File: src/hdl/sxur_pkg.sv
// ----------------------------------------------------------------------------
// sxur_pkg - shared types and constants of the seeded xorshift generator
// Holds the sequencer states, request codes, mixing constants and the
// xorshift step used by the generator and its multiplier unit.
// ----------------------------------------------------------------------------
package sxur_pkg;

   localparam int unsigned WORD_W = 32;

   // Request codes carried in req_type.
   localparam logic REQ_RESEED = 1'b0;
   localparam logic REQ_DRAW   = 1'b1;

   // Register index of the global seed (byte address bit 2).
   localparam logic CSR_IDX_SEED = 1'b0;

   localparam logic [WORD_W-1:0] GOLDEN_ADD   = 32'h9E37_79B9;
   localparam logic [WORD_W-1:0] MIX_MUL_A    = 32'h85EB_CA6B;
   localparam logic [WORD_W-1:0] MIX_MUL_B    = 32'hC2B2_AE35;
   localparam logic [WORD_W-1:0] STREAM_MUL   = 32'hA511_E9B3;
   localparam logic [WORD_W-1:0] NONZERO_FILL = 32'h6D2B_79F5;

   typedef enum logic [3:0] {
      ST_IDLE,
      ST_RS_MUL1,
      ST_RS_LOAD2,
      ST_RS_MUL2,
      ST_RS_LOAD3,
      ST_RS_MUL3,
      ST_RS_FIN,
      ST_DR_MUL,
      ST_DR_SUM,
      ST_DR_FIN
   } sxur_state_type;

   // Operand load request from the sequencer to the shared multiplier.
   typedef struct packed {
      logic              load;
      logic [WORD_W-1:0] a;
      logic [WORD_W-1:0] b;
   } sxur_mul_ctl_type;

   // One xorshift 13/17/5 step.
   function automatic logic [WORD_W-1:0] sxur_advance(input logic [WORD_W-1:0] v);
      logic [WORD_W-1:0] t1;
      logic [WORD_W-1:0] t2;
      t1 = v ^ (v << 13);
      t2 = t1 ^ (t1 >> 17);
      return t2 ^ (t2 << 5);
   endfunction

endpackage

File: src/hdl/sxur_req_if.sv
// ----------------------------------------------------------------------------
// sxur_req_if - request channel of the seeded xorshift generator
// Valid/ready channel that carries one request word.
// ----------------------------------------------------------------------------
interface sxur_req_if;
   logic        valid;
   logic        ready;
   logic        req_type;
   logic [31:0] stream_number;
   logic signed [31:0] range_low;
   logic signed [31:0] range_high;

   modport source (output valid, output req_type, output stream_number,
                   output range_low, output range_high, input ready);
   modport sink   (input valid, input req_type, input stream_number,
                   input range_low, input range_high, output ready);
endinterface

File: src/hdl/sxur_rsp_if.sv
// ----------------------------------------------------------------------------
// sxur_rsp_if - result channel of the seeded xorshift generator
// Valid/ready channel that carries one result word.
// ----------------------------------------------------------------------------
interface sxur_rsp_if;
   logic        valid;
   logic        ready;
   logic [31:0] raw_word;
   logic signed [31:0] scaled_value;

   modport source (output valid, output raw_word, output scaled_value, input ready);
   modport sink   (input valid, input raw_word, input scaled_value, output ready);
endinterface

File: src/hdl/sxur_mul.sv
// ----------------------------------------------------------------------------
// sxur_mul - shared 32x32 multiplier of the seeded xorshift generator
// Registers a pair of operands on request and registers their full product
// in the following cycle.
// ----------------------------------------------------------------------------
module sxur_mul import sxur_pkg::*; (
   input  logic                  clock,
   input  sxur_mul_ctl_type      ctl,
   output logic [2*WORD_W-1:0]   product
);

   logic [WORD_W-1:0]   a_ff;
   logic [WORD_W-1:0]   b_ff;
   logic [2*WORD_W-1:0] prod_ff;

   always_ff @(posedge clock) begin
      if (ctl.load) begin
         a_ff <= ctl.a;
         b_ff <= ctl.b;
      end
      prod_ff <= {{WORD_W{1'b0}}, a_ff} * {{WORD_W{1'b0}}, b_ff};
   end

   assign product = prod_ff;

endmodule

File: src/hdl/seeded_xorshift_uniform_rng.sv
// A draw word runs through ST_DR_MUL, ST_DR_SUM and ST_DR_FIN before its result is
// registered; ST_DR_FIN waits while the output register holds an unread result.
// A reseed word keeps the block busy for three multiplies and gives no result.
// The single shared multiplier serves both; no new word is taken until idle.
// Reset (synchronous, active high) loads the generator with 0x6D2B79F5, clears
// the global seed and drops any pending result.
// ----------------------------------------------------------------------------
// seeded_xorshift_uniform_rng - seeded xorshift32 uniform generator
// Keeps one xorshift32 state, reseeds it from a splitmix32 mix of the global
// seed and a stream number, and returns raw and range-scaled draws.
// ----------------------------------------------------------------------------
module seeded_xorshift_uniform_rng import sxur_pkg::*; (
   input  logic        clock,
   input  logic        reset,
   sxur_req_if.sink    req,
   sxur_rsp_if.source  rsp,
   input  logic        psel,
   input  logic        penable,
   input  logic        pwrite,
   input  logic [2:0]  paddr,
   input  logic [31:0] pwdata,
   output logic [31:0] prdata,
   output logic        pready
);

   // Sequencer state and its next value.
   sxur_state_type state_ff;
   sxur_state_type state_in;

   // Generator state, configured seed, and per-word working registers.
   logic [WORD_W-1:0]   gen_ff,  gen_in;
   logic [WORD_W-1:0]   seed_ff;
   logic [WORD_W-1:0]   lo_ff,   lo_in;
   logic                neg_ff,  neg_in;
   logic [WORD_W-1:0]   mag_ff,  mag_in;
   logic [2*WORD_W:0]   sum_ff,  sum_in;

   // Output register that decouples the result channel from the sequencer.
   logic                rsp_valid_ff, rsp_valid_in;
   logic [WORD_W-1:0]   raw_ff,    raw_in;
   logic [WORD_W-1:0]   scaled_ff, scaled_in;

   sxur_mul_ctl_type    mul_ctl;
   logic [2*WORD_W-1:0] product;

   logic [WORD_W-1:0]   adv_word;
   logic [WORD_W-1:0]   diff_hl;
   logic [WORD_W-1:0]   diff_lh;
   logic                req_neg;
   logic [WORD_W-1:0]   mix_add;
   logic [WORD_W-1:0]   mix_mid;
   logic [WORD_W-1:0]   mix_out;
   logic [WORD_W-1:0]   quot;
   logic                inexact;
   logic [WORD_W-1:0]   scaled_word;
   logic                accept;
   logic                out_free;
   logic                csr_write;

   sxur_mul u_mul (
      .clock   (clock),
      .ctl     (mul_ctl),
      .product (product)
   );

   // The configuration port never stalls. Only bit 2 of the address selects a
   // register, so the low byte-lane bits are ignored.
   assign pready    = 1'b1;
   assign prdata    = seed_ff;
   assign csr_write = psel && penable && pwrite && (paddr[2] == CSR_IDX_SEED);

   always_ff @(posedge clock) begin
      if (reset) begin
         seed_ff <= '0;
      end else if (csr_write) begin
         seed_ff <= pwdata;
      end
   end

   assign req.ready = (state_ff == ST_IDLE);
   assign accept    = req.valid && req.ready;
   assign out_free  = !rsp_valid_ff || rsp.ready;

   // Draw front end: next xorshift word, and the magnitude and sign of the
   // interval width. The width is exact in 33 bits; its magnitude fits in 32.
   assign adv_word = sxur_advance(gen_ff);
   assign diff_hl  = req.range_high - req.range_low;
   assign diff_lh  = req.range_low - req.range_high;
   assign req_neg  = (req.range_high < req.range_low);

   // Splitmix32 stages between the shared multiplies.
   assign mix_add = (seed_ff ^ product[WORD_W-1:0]) + GOLDEN_ADD;
   assign mix_mid = product[WORD_W-1:0];
   assign mix_out = product[WORD_W-1:0] ^ (product[WORD_W-1:0] >> 16);

   // The fraction is (2r+1)/2^33, so the scaled magnitude is
   // floor((2*mag*r + mag) / 2^33). For a negative width the offset is the
   // floor of a negative value: low - q - 1 when any fraction bit is set,
   // which is low + ~q + 1 - inexact.
   assign quot        = sum_ff[2*WORD_W:WORD_W+1];
   assign inexact     = |sum_ff[WORD_W:0];
   assign scaled_word = neg_ff ? (lo_ff + ~quot + {{(WORD_W-1){1'b0}}, ~inexact})
                               : (lo_ff + quot);

   always_comb begin
      state_in     = state_ff;
      gen_in       = gen_ff;
      lo_in        = lo_ff;
      neg_in       = neg_ff;
      mag_in       = mag_ff;
      sum_in       = sum_ff;
      rsp_valid_in = rsp_valid_ff && !rsp.ready;
      raw_in       = raw_ff;
      scaled_in    = scaled_ff;
      mul_ctl      = '{load: 1'b0, a: '0, b: '0};

      case (state_ff)
         ST_IDLE: begin
            if (accept) begin
               if (req.req_type == REQ_DRAW) begin
                  gen_in   = adv_word;
                  lo_in    = req.range_low;
                  neg_in   = req_neg;
                  mag_in   = req_neg ? diff_lh : diff_hl;
                  mul_ctl  = '{load: 1'b1, a: (req_neg ? diff_lh : diff_hl), b: adv_word};
                  state_in = ST_DR_MUL;
               end else begin
                  mul_ctl  = '{load: 1'b1, a: req.stream_number, b: STREAM_MUL};
                  state_in = ST_RS_MUL1;
               end
            end
         end
         ST_RS_MUL1: begin
            state_in = ST_RS_LOAD2;
         end
         ST_RS_LOAD2: begin
            mul_ctl  = '{load: 1'b1, a: (mix_add ^ (mix_add >> 16)), b: MIX_MUL_A};
            state_in = ST_RS_MUL2;
         end
         ST_RS_MUL2: begin
            state_in = ST_RS_LOAD3;
         end
         ST_RS_LOAD3: begin
            mul_ctl  = '{load: 1'b1, a: (mix_mid ^ (mix_mid >> 13)), b: MIX_MUL_B};
            state_in = ST_RS_MUL3;
         end
         ST_RS_MUL3: begin
            state_in = ST_RS_FIN;
         end
         ST_RS_FIN: begin
            // The state must never be zero, or xorshift would stick there.
            gen_in   = (mix_out == '0) ? NONZERO_FILL : mix_out;
            state_in = ST_IDLE;
         end
         ST_DR_MUL: begin
            state_in = ST_DR_SUM;
         end
         ST_DR_SUM: begin
            sum_in   = {product, 1'b0} + {{(WORD_W+1){1'b0}}, mag_ff};
            state_in = ST_DR_FIN;
         end
         ST_DR_FIN: begin
            if (out_free) begin
               rsp_valid_in = 1'b1;
               raw_in       = gen_ff;
               scaled_in    = scaled_word;
               state_in     = ST_IDLE;
            end
         end
         default: begin
            state_in = ST_IDLE;
         end
      endcase
   end

   always_ff @(posedge clock) begin
      if (reset) begin
         state_ff <= ST_IDLE;
      end else begin
         state_ff <= state_in;
      end
   end

   always_ff @(posedge clock) begin
      if (reset) begin
         gen_ff       <= NONZERO_FILL;
         rsp_valid_ff <= 1'b0;
      end else begin
         gen_ff       <= gen_in;
         rsp_valid_ff <= rsp_valid_in;
      end
   end

   always_ff @(posedge clock) begin
      lo_ff     <= lo_in;
      neg_ff    <= neg_in;
      mag_ff    <= mag_in;
      sum_ff    <= sum_in;
      raw_ff    <= raw_in;
      scaled_ff <= scaled_in;
   end

   assign rsp.valid        = rsp_valid_ff;
   assign rsp.raw_word     = raw_ff;
   assign rsp.scaled_value = scaled_ff;

endmodule

File: src/flat_wrapper.sv
// flat-port wrapper written by rule: the top's interface ports become plain ports
module seeded_xorshift_uniform_rng_flat import sxur_pkg::*;
  (clock, reset, psel, penable, pwrite, paddr, pwdata, prdata, pready, req_valid, req_req_type, req_stream_number, req_range_low, req_range_high, req_ready, rsp_valid, rsp_raw_word, rsp_scaled_value, rsp_ready);
  sxur_req_if req_i ();
  sxur_rsp_if rsp_i ();
  input  logic clock;
  input  logic reset;
  input  logic psel;
  input  logic penable;
  input  logic pwrite;
  input  logic [2:0] paddr;
  input  logic [31:0] pwdata;
  output logic [31:0] prdata;
  output logic pready;
  input wire logic [$bits(req_i.valid)-1:0] req_valid;
  input wire logic [$bits(req_i.req_type)-1:0] req_req_type;
  input wire logic [$bits(req_i.stream_number)-1:0] req_stream_number;
  input wire logic [$bits(req_i.range_low)-1:0] req_range_low;
  input wire logic [$bits(req_i.range_high)-1:0] req_range_high;
  output wire logic [$bits(req_i.ready)-1:0] req_ready;
  output wire logic [$bits(rsp_i.valid)-1:0] rsp_valid;
  output wire logic [$bits(rsp_i.raw_word)-1:0] rsp_raw_word;
  output wire logic [$bits(rsp_i.scaled_value)-1:0] rsp_scaled_value;
  input wire logic [$bits(rsp_i.ready)-1:0] rsp_ready;
  assign req_i.valid = req_valid;
  assign req_i.req_type = req_req_type;
  assign req_i.stream_number = req_stream_number;
  assign req_i.range_low = req_range_low;
  assign req_i.range_high = req_range_high;
  assign req_ready = req_i.ready;
  assign rsp_valid = rsp_i.valid;
  assign rsp_raw_word = rsp_i.raw_word;
  assign rsp_scaled_value = rsp_i.scaled_value;
  assign rsp_i.ready = rsp_ready;
  seeded_xorshift_uniform_rng u_core (.clock(clock), .reset(reset), .req(req_i), .rsp(rsp_i), .psel(psel), .penable(penable), .pwrite(pwrite), .paddr(paddr), .pwdata(pwdata), .prdata(prdata), .pready(pready));
endmodule
File: config.mk
export PLATFORM = sky130hd
export DESIGN_NAME = seeded_xorshift_uniform_rng_flat
export DESIGN_NICKNAME = d
export VERILOG_FILES = /design/src/hdl/sxur_pkg.sv /design/src/hdl/sxur_req_if.sv /design/src/hdl/sxur_rsp_if.sv /design/src/hdl/sxur_mul.sv /design/src/hdl/seeded_xorshift_uniform_rng.sv /design/src/flat_wrapper.sv
export SDC_FILE = /design/constraint.sdc
export NUM_CORES = 2
export LEC_CHECK = 0
export ABC_AREA = 1
export BUFFER_PORTS_ARGS = -buffer_cell sky130_fd_sc_hd__buf_2
export CAP_MARGIN = 30
export CORE_MARGIN = 2
export CORE_UTILIZATION = 45
export CTS_BUF_LIST = sky130_fd_sc_hd__clkbuf_4
export CTS_CLUSTER_DIAMETER = 80
export DETAILED_ROUTE_END_ITERATION = 7
export GPL_TIMING_DRIVEN = 1
export HOLD_SLACK_MARGIN = 0.12
export PLACE_DENSITY = 0.74
export SKIP_LAST_GASP = 1
export SYNTH_ARGS = -nofsm -noshare
export SYNTH_HDL_FRONTEND = slang
export SYNTH_SLANG_ARGS = --single-unit
File: constraint.sdc
create_clock -name clock -period 6.5 [get_ports clock]
set_input_delay 0.975 -clock clock [delete_from_list [all_inputs] [get_ports clock]]
set_output_delay 0.975 -clock clock [all_outputs]
set_load 0.01 [all_outputs]
Yosys cells after proc, flatten, opt, wreduce, memory -nomap -nowiden
Index checks and enable logic that the tools add are counted.

Bits in registers: 391. Input port bits: 139. Output and inout bits: 99. Word-level logic and storage cells: 75.

Add/sub/neg operators: 7. $mul: 1. Magnitude comparators: 1. Eq/ne operators: 12. Multiplexer cells: 15. Bitwise logic cells: 10. Reduce and logical (&&, ||, !) cells: 16.

Operators by type and width (number): $pmux 65 s3 (1); $mux 32 (5); $xor 32x32->32 (3); $add 65x32->65 (1); $mux 65 (1); $add 32x32->32 (2); $mul 32x32->64 (1); $mux 64 (1); $pmux 32 s2 (1); $sub 32x32->32 (2); $xor 32x16->32 (2); $pmux 4 s9 (1); $reduce_or 33->1 (1); $add 32x1->32 (1); $add 32x32->32 const B (1); $logic_not 32->1 (1); $lt 32x32->1 (1); $not 32->32 (1); $xor 32x15->32 (1); $xor 32x19->32 (1); $eq 4x3->1 const B (4); $eq 4x2->1 const B (2); $eq 4x4->1 const B (2); $mux 4 (2); other kinds (13) (23).

Depth between registers and ports, before layout
Word-level depth: 6. Mapped depth: 32. Depth with buffers taken out: 31.

By module
From an unflattened synthesis, not the netlist that was laid out.

Cell total of the unflattened synthesis: 8988. Area, all modules: 64614.5 µm².

By module, submodules not included: sxur_mul (times used 1, cells an instance 5083, area each 39325.2 µm², seq. area each 3203.1 µm²); seeded_xorshift_uniform_rng (times used 1, cells an instance 3905, area each 25289.3 µm², seq. area each 7206.9 µm²).

Least setup slack after synthesis
OpenSTA, ideal clock, no wires.

Path kind: flip-flop to flip-flop. Start point: register u_core.u_mul.b_ff[8]. End point: register u_core.u_mul.prod_ff[61], in the netlist u_core.u_mul.product[61]. Library setup time: 0.112 ns. Arrival time: 6.241 ns. Required time: 6.388 ns. Slack: 0.147 ns. Stages on the path, launching flop included: 28. Path buffers: 1. Period minus slack after synthesis: 6.353 ns. Cell sequence: edfxtp_1 > clkbuf_1 > nand2_1 > inv_1 > fa_1 > fa_1 > inv_1 > fa_1 > fa_1 > inv_1 > fa_1 > fa_1 > fa_1 > inv_1 > fa_1 > inv_1 > ha_1 > nand2_1 > nor2_1 > inv_1 > nor2_1 > inv_1 > nor3_1 > nand2_1 > o211ai_2 > nand3_1 > nand3_1 > nand2_1.

Cells in the longest elaborated chain, start to end: 1.

Ends and longest elaborated chain: start, declared (RTL line sxur_mul.sv:13) `logic [WORD_W-1:0] b_ff;`; start signal, assigned (RTL line sxur_mul.sv:19) `b_ff <= ctl.b;`; $mul 32x32->64 (RTL line sxur_mul.sv:21) `prod_ff <= {{WORD_W{1'b0}}, a_ff} * {{WORD_W{1'b0}}, b_ff};`; end signal, assigned (RTL line sxur_mul.sv:21); end, declared (RTL line sxur_mul.sv:14) `logic [2*WORD_W-1:0] prod_ff;`.

No other way between the ends. A chain may end at the register's enable or synchronous reset.

Final worst setup path
Start point: register u_core.u_mul.a_ff[12]. End point: register u_core.u_mul.prod_ff[39], in the netlist u_core.u_mul.product[39].

Cells in the longest elaborated chain, start to end: 1.

Ends and longest elaborated chain: start, declared (RTL line sxur_mul.sv:12) `logic [WORD_W-1:0] a_ff;`; start signal, assigned (RTL line sxur_mul.sv:18) `a_ff <= ctl.a;`; $mul 32x32->64 (RTL line sxur_mul.sv:21).

No other way between the ends.

==> key figures <==
Run status
  • Status: complete, but fails checks
  • Failing checks: setup timing

Critical path
  • Worst Path Arrival: roughly 8 ns
  • R2R cell count: 28
  • Slowest CP cell: fa_1
  • Req. time, crit path: 7.42 ns
  • Crit Path Class: reg2reg
  • Crit-path max FO: 5
  • Bufs and invs on worst path: 9
  • Crit-path most repeated cell: fa_1
  • CP max stage delay: 0.59 ns
  • Worst r2r dst: u_core.u_mul.product[39]
  • Reg2reg setup slack: -0.37 ns
  • CP Capture Type: flip-flop
  • Startpoint class of the critical path: flip-flop
  • FF-to-FF Start: u_core.u_mul.a_ff[12]
  • Crit path max-delay family: adder cells

Drt
  • Routed vias/inst: roughly 5.2
  • DR iter-0 viols: 5114
  • DR pass1 iterations: 6
  • Vias: ~58000
  • WL per Instance: 20.1 µm
  • Antenna-violating nets left: 0
  • Residual DRC: 0
  • Final WL: ~220 mm

Die
  • Initial cell density of the core: between 40% and 50%
  • Core area: ~140000 µm²
  • Die ar.: between 100000 and 150000 µm²
  • Die H: 380 µm
  • Die W: around 380 µm
  • # IOs: around 240
  • FP Rows: approximately 140

Synthesis
  • Syn nets: between 10000 and 15000
  • Post-synth EDFFs: ~260
  • Sequential share of the synthesized area: 16.4%
  • Async set-reset flop share out of synthesis: 0%
  • Total of warnings raised by yosys: 0
  • Post-synthesis cell count: around 8600
  • Synth area leaders: fa_1 (28%), nand2_1 (14%), inv_1 (13%)
  • FF+latch count, synth: approximately 390
  • Area share of the largest cell type after synthesis: 28.4%
  • Avg Synthesized Cell Area: 7.37 µm²
  • Mapped cell area: approximately 64000 µm²
  • Ys flop type: edfxtp_1
  • Area leader, netlist: fa_1
  • Unique masters post-synth: slightly below 60

Timing
  • Setup WS post-layout: -0.374 ns
  • Clk_skew: ~0.14 ns
  • Fin. Hold Viols: 0
  • Unrepaired setup endpoints after global routing: true
  • Fin. max-slew vios: 0
  • Post-layout min period: roughly 6.9 ns
  • Slew @ Worst Pin: between 0.9 and 1 ns
  • Slew HR: roughly a third
  • Tcrit/Tclk final: 106%
  • Hold Slack: between 0.2 and 0.25 ns
  • Max Freq: ~0.15 GHz
  • Final Setup Violations: 43
  • Setup TNS: -9.15 ns

Final layout
  • Layout Cells excl Fill: about 11000
  • Fraction of layout cells with a size suffix above 1: between 10% and 20%
  • Area of the multi-input gates: 45900 µm²
  • P&R area growth vs syn: 17.6%
  • FF+latch area: ~10000 µm²
  • Net count, final: approximately 11000
  • Fill count: between 10000 and 15000

Clock network
  • H-tree levels: 3
  • CTS buffer count: 106
  • Sink Count: roughly 390
  • CTS tree: built
  • Root buffer cell: clkbuf_4
  • Clock latency on the worst-skew pair: 1.04 ns
  • Maximum buffer depth of the clock tree: 3
  • Clock transition at path regs: about 0.08 ns

Placed design
  • Post-Place Setup Slack: -0.520 ns
  • Post-DP HPWL: 186 mm
  • Inst Count DP: between 10000 and 15000
  • RD Place Congestion: 0.975
  • Port Buffers: between 200 and 250

GRT
  • First-pass GRT wire length: 343 mm
  • Largest net degree at the start of global routing: 68
  • GRT Residual Overflow: 0
  • Initial antenna violation count: 5
  • Vias in the first global route: ~60000
  • GRT Util Overall: 30.8%

Run
  • Maxcap violations: 0

Worst hold path
  • Endpoint, Worst Hold: u_core.prdata[21]
  • WHS Path Cells: 3
  • Hold path startpoint: pwdata[21]
  • Worst hold path type: in2reg
[through the flow]
step	instance area [µm²]	utilization (%)
after floorplan	63600	-
after global placement	70000	50.1
after detailed placement	70100	50.1
after CTS	73600	52.6
after global routing	74700	53.4
final	74700	53.4
[state kept, by name (all words and copies together) (netlist names)]
register                 flops
u_core.rsp.scaled_value     32
u_core.prdata               32
u_core.neg_ff                1
u_core.mag_ff               32
u_core.state_ff              4
u_core.lo_ff                32
u_core.gen_ff               32
u_core.u_mul.b_ff           32
u_core.rsp.raw_word         32
u_core.sum_ff               65
u_core.u_mul.product        64
u_core.rsp.valid             1
u_core.u_mul.a_ff           32
[metal layers]
metal	part of all wire, %	up-vias	track usage, %
met5	0.0058	-	0
met2	46	2501	49.8
li1	-	26811	-
met1	42	28233	41.5
met4	4.4	2	11.6
met3	8.3	463	4.92
[layout by cell type, fill, tap and decap left out, drive strengths merged, types with 50 or more instances in the layout]
cell type / n
fa: 902
ha: 420
nand3: 339
nor3: 50
xor2: 205
buf: 731
dfxtp: 133
nand2: 2320
xnor2: 77
o21ai: 278
clkbuf: 150
inv: 2184
nor2: 579
edfxtp: 258
nand4: 57
a21oi: 322
[synthesized netlist by cell type (4+ instances only)]
master    count
a21oi_2       7
ha_1        420
inv_2        11
buf_2        25
o211ai_1     21
xor2_2        4
nand2_2      21
a21oi_1     315
o21bai_1     40
buf_1         5
edfxtp_1    258
xnor2_1      77
nand3_2       6
a21o_1       23
clkbuf_1    236
nor4_1       28
a21boi_0     14
buf_6        10
nand3_1     333
o21ai_1      27
nand4_1      53
xor2_1      201
nand4_2       4
nor3_1       48
nor2_1      570
and3_1        5
o21ai_0     250
nand2_1    2296
o22ai_1       4
nand3b_1     16
dfxtp_1     133
buf_4        14
nor2_2        9
o21a_1       11
inv_1      2169
a31oi_1      20
fa_1        902
[cell type report]
type                       instances  share of cell area [%]
multi-input combinational       5754                    61.4
sequential                       391                    13.9
inverter                        2183                    11.0
timing repair buffer             743                    8.65
tap                             1876                    3.14
clock buffer                     147                    1.48
clock inverter                    49                   0.395
antenna                            8                  0.0268
[what timing repair did]
item,4_1_cts,5_1_grt
cloned,3,3
pin swaps,157,154
hold endpoints to repair,9,0
endpoints found under the setup margin,45,47
buffers inserted,47,28
resized for setup,438,216
hold buffers,9,0
[cells by family after synthesis]
group,Yosys count,synth area share (%)
simple gates,3404,21.6
buf+inv,2476,14.9
mux,1,0.0157
fa+ha+maj,1322,36.7
other cells,1,0.00590
flops,391,16.4
compound gates,744,6.45
xor+xnor,282,3.93
[how the worst max path moves through the flow]
stage                               end                  start  slack [ns]  cells after the start
3_5_place_dp   u_core.u_mul.product[46]   u_core.u_mul.b_ff[2]       -0.52                     27
6_report       u_core.u_mul.product[39]  u_core.u_mul.a_ff[12]       -0.37                     28
4_1_cts        u_core.u_mul.product[49]  u_core.u_mul.a_ff[13]       -0.27                     28
3_3_place_gp   u_core.u_mul.product[39]  u_core.u_mul.a_ff[13]       -0.48                     27
5_1_grt        u_core.u_mul.product[63]   u_core.u_mul.b_ff[3]       -0.64                     30
2_1_floorplan  u_core.u_mul.product[61]   u_core.u_mul.b_ff[8]        0.15                     27
[tightest hold or removal path, cell delays in order]
cell    delay (ns)
buf_2         0.07
nor2_1        0.03
nor2_1        0.08
Power is left out: the tool's default activity adds up to more than one toggle a clock period on the data nets, which glitch-free logic cannot reach.
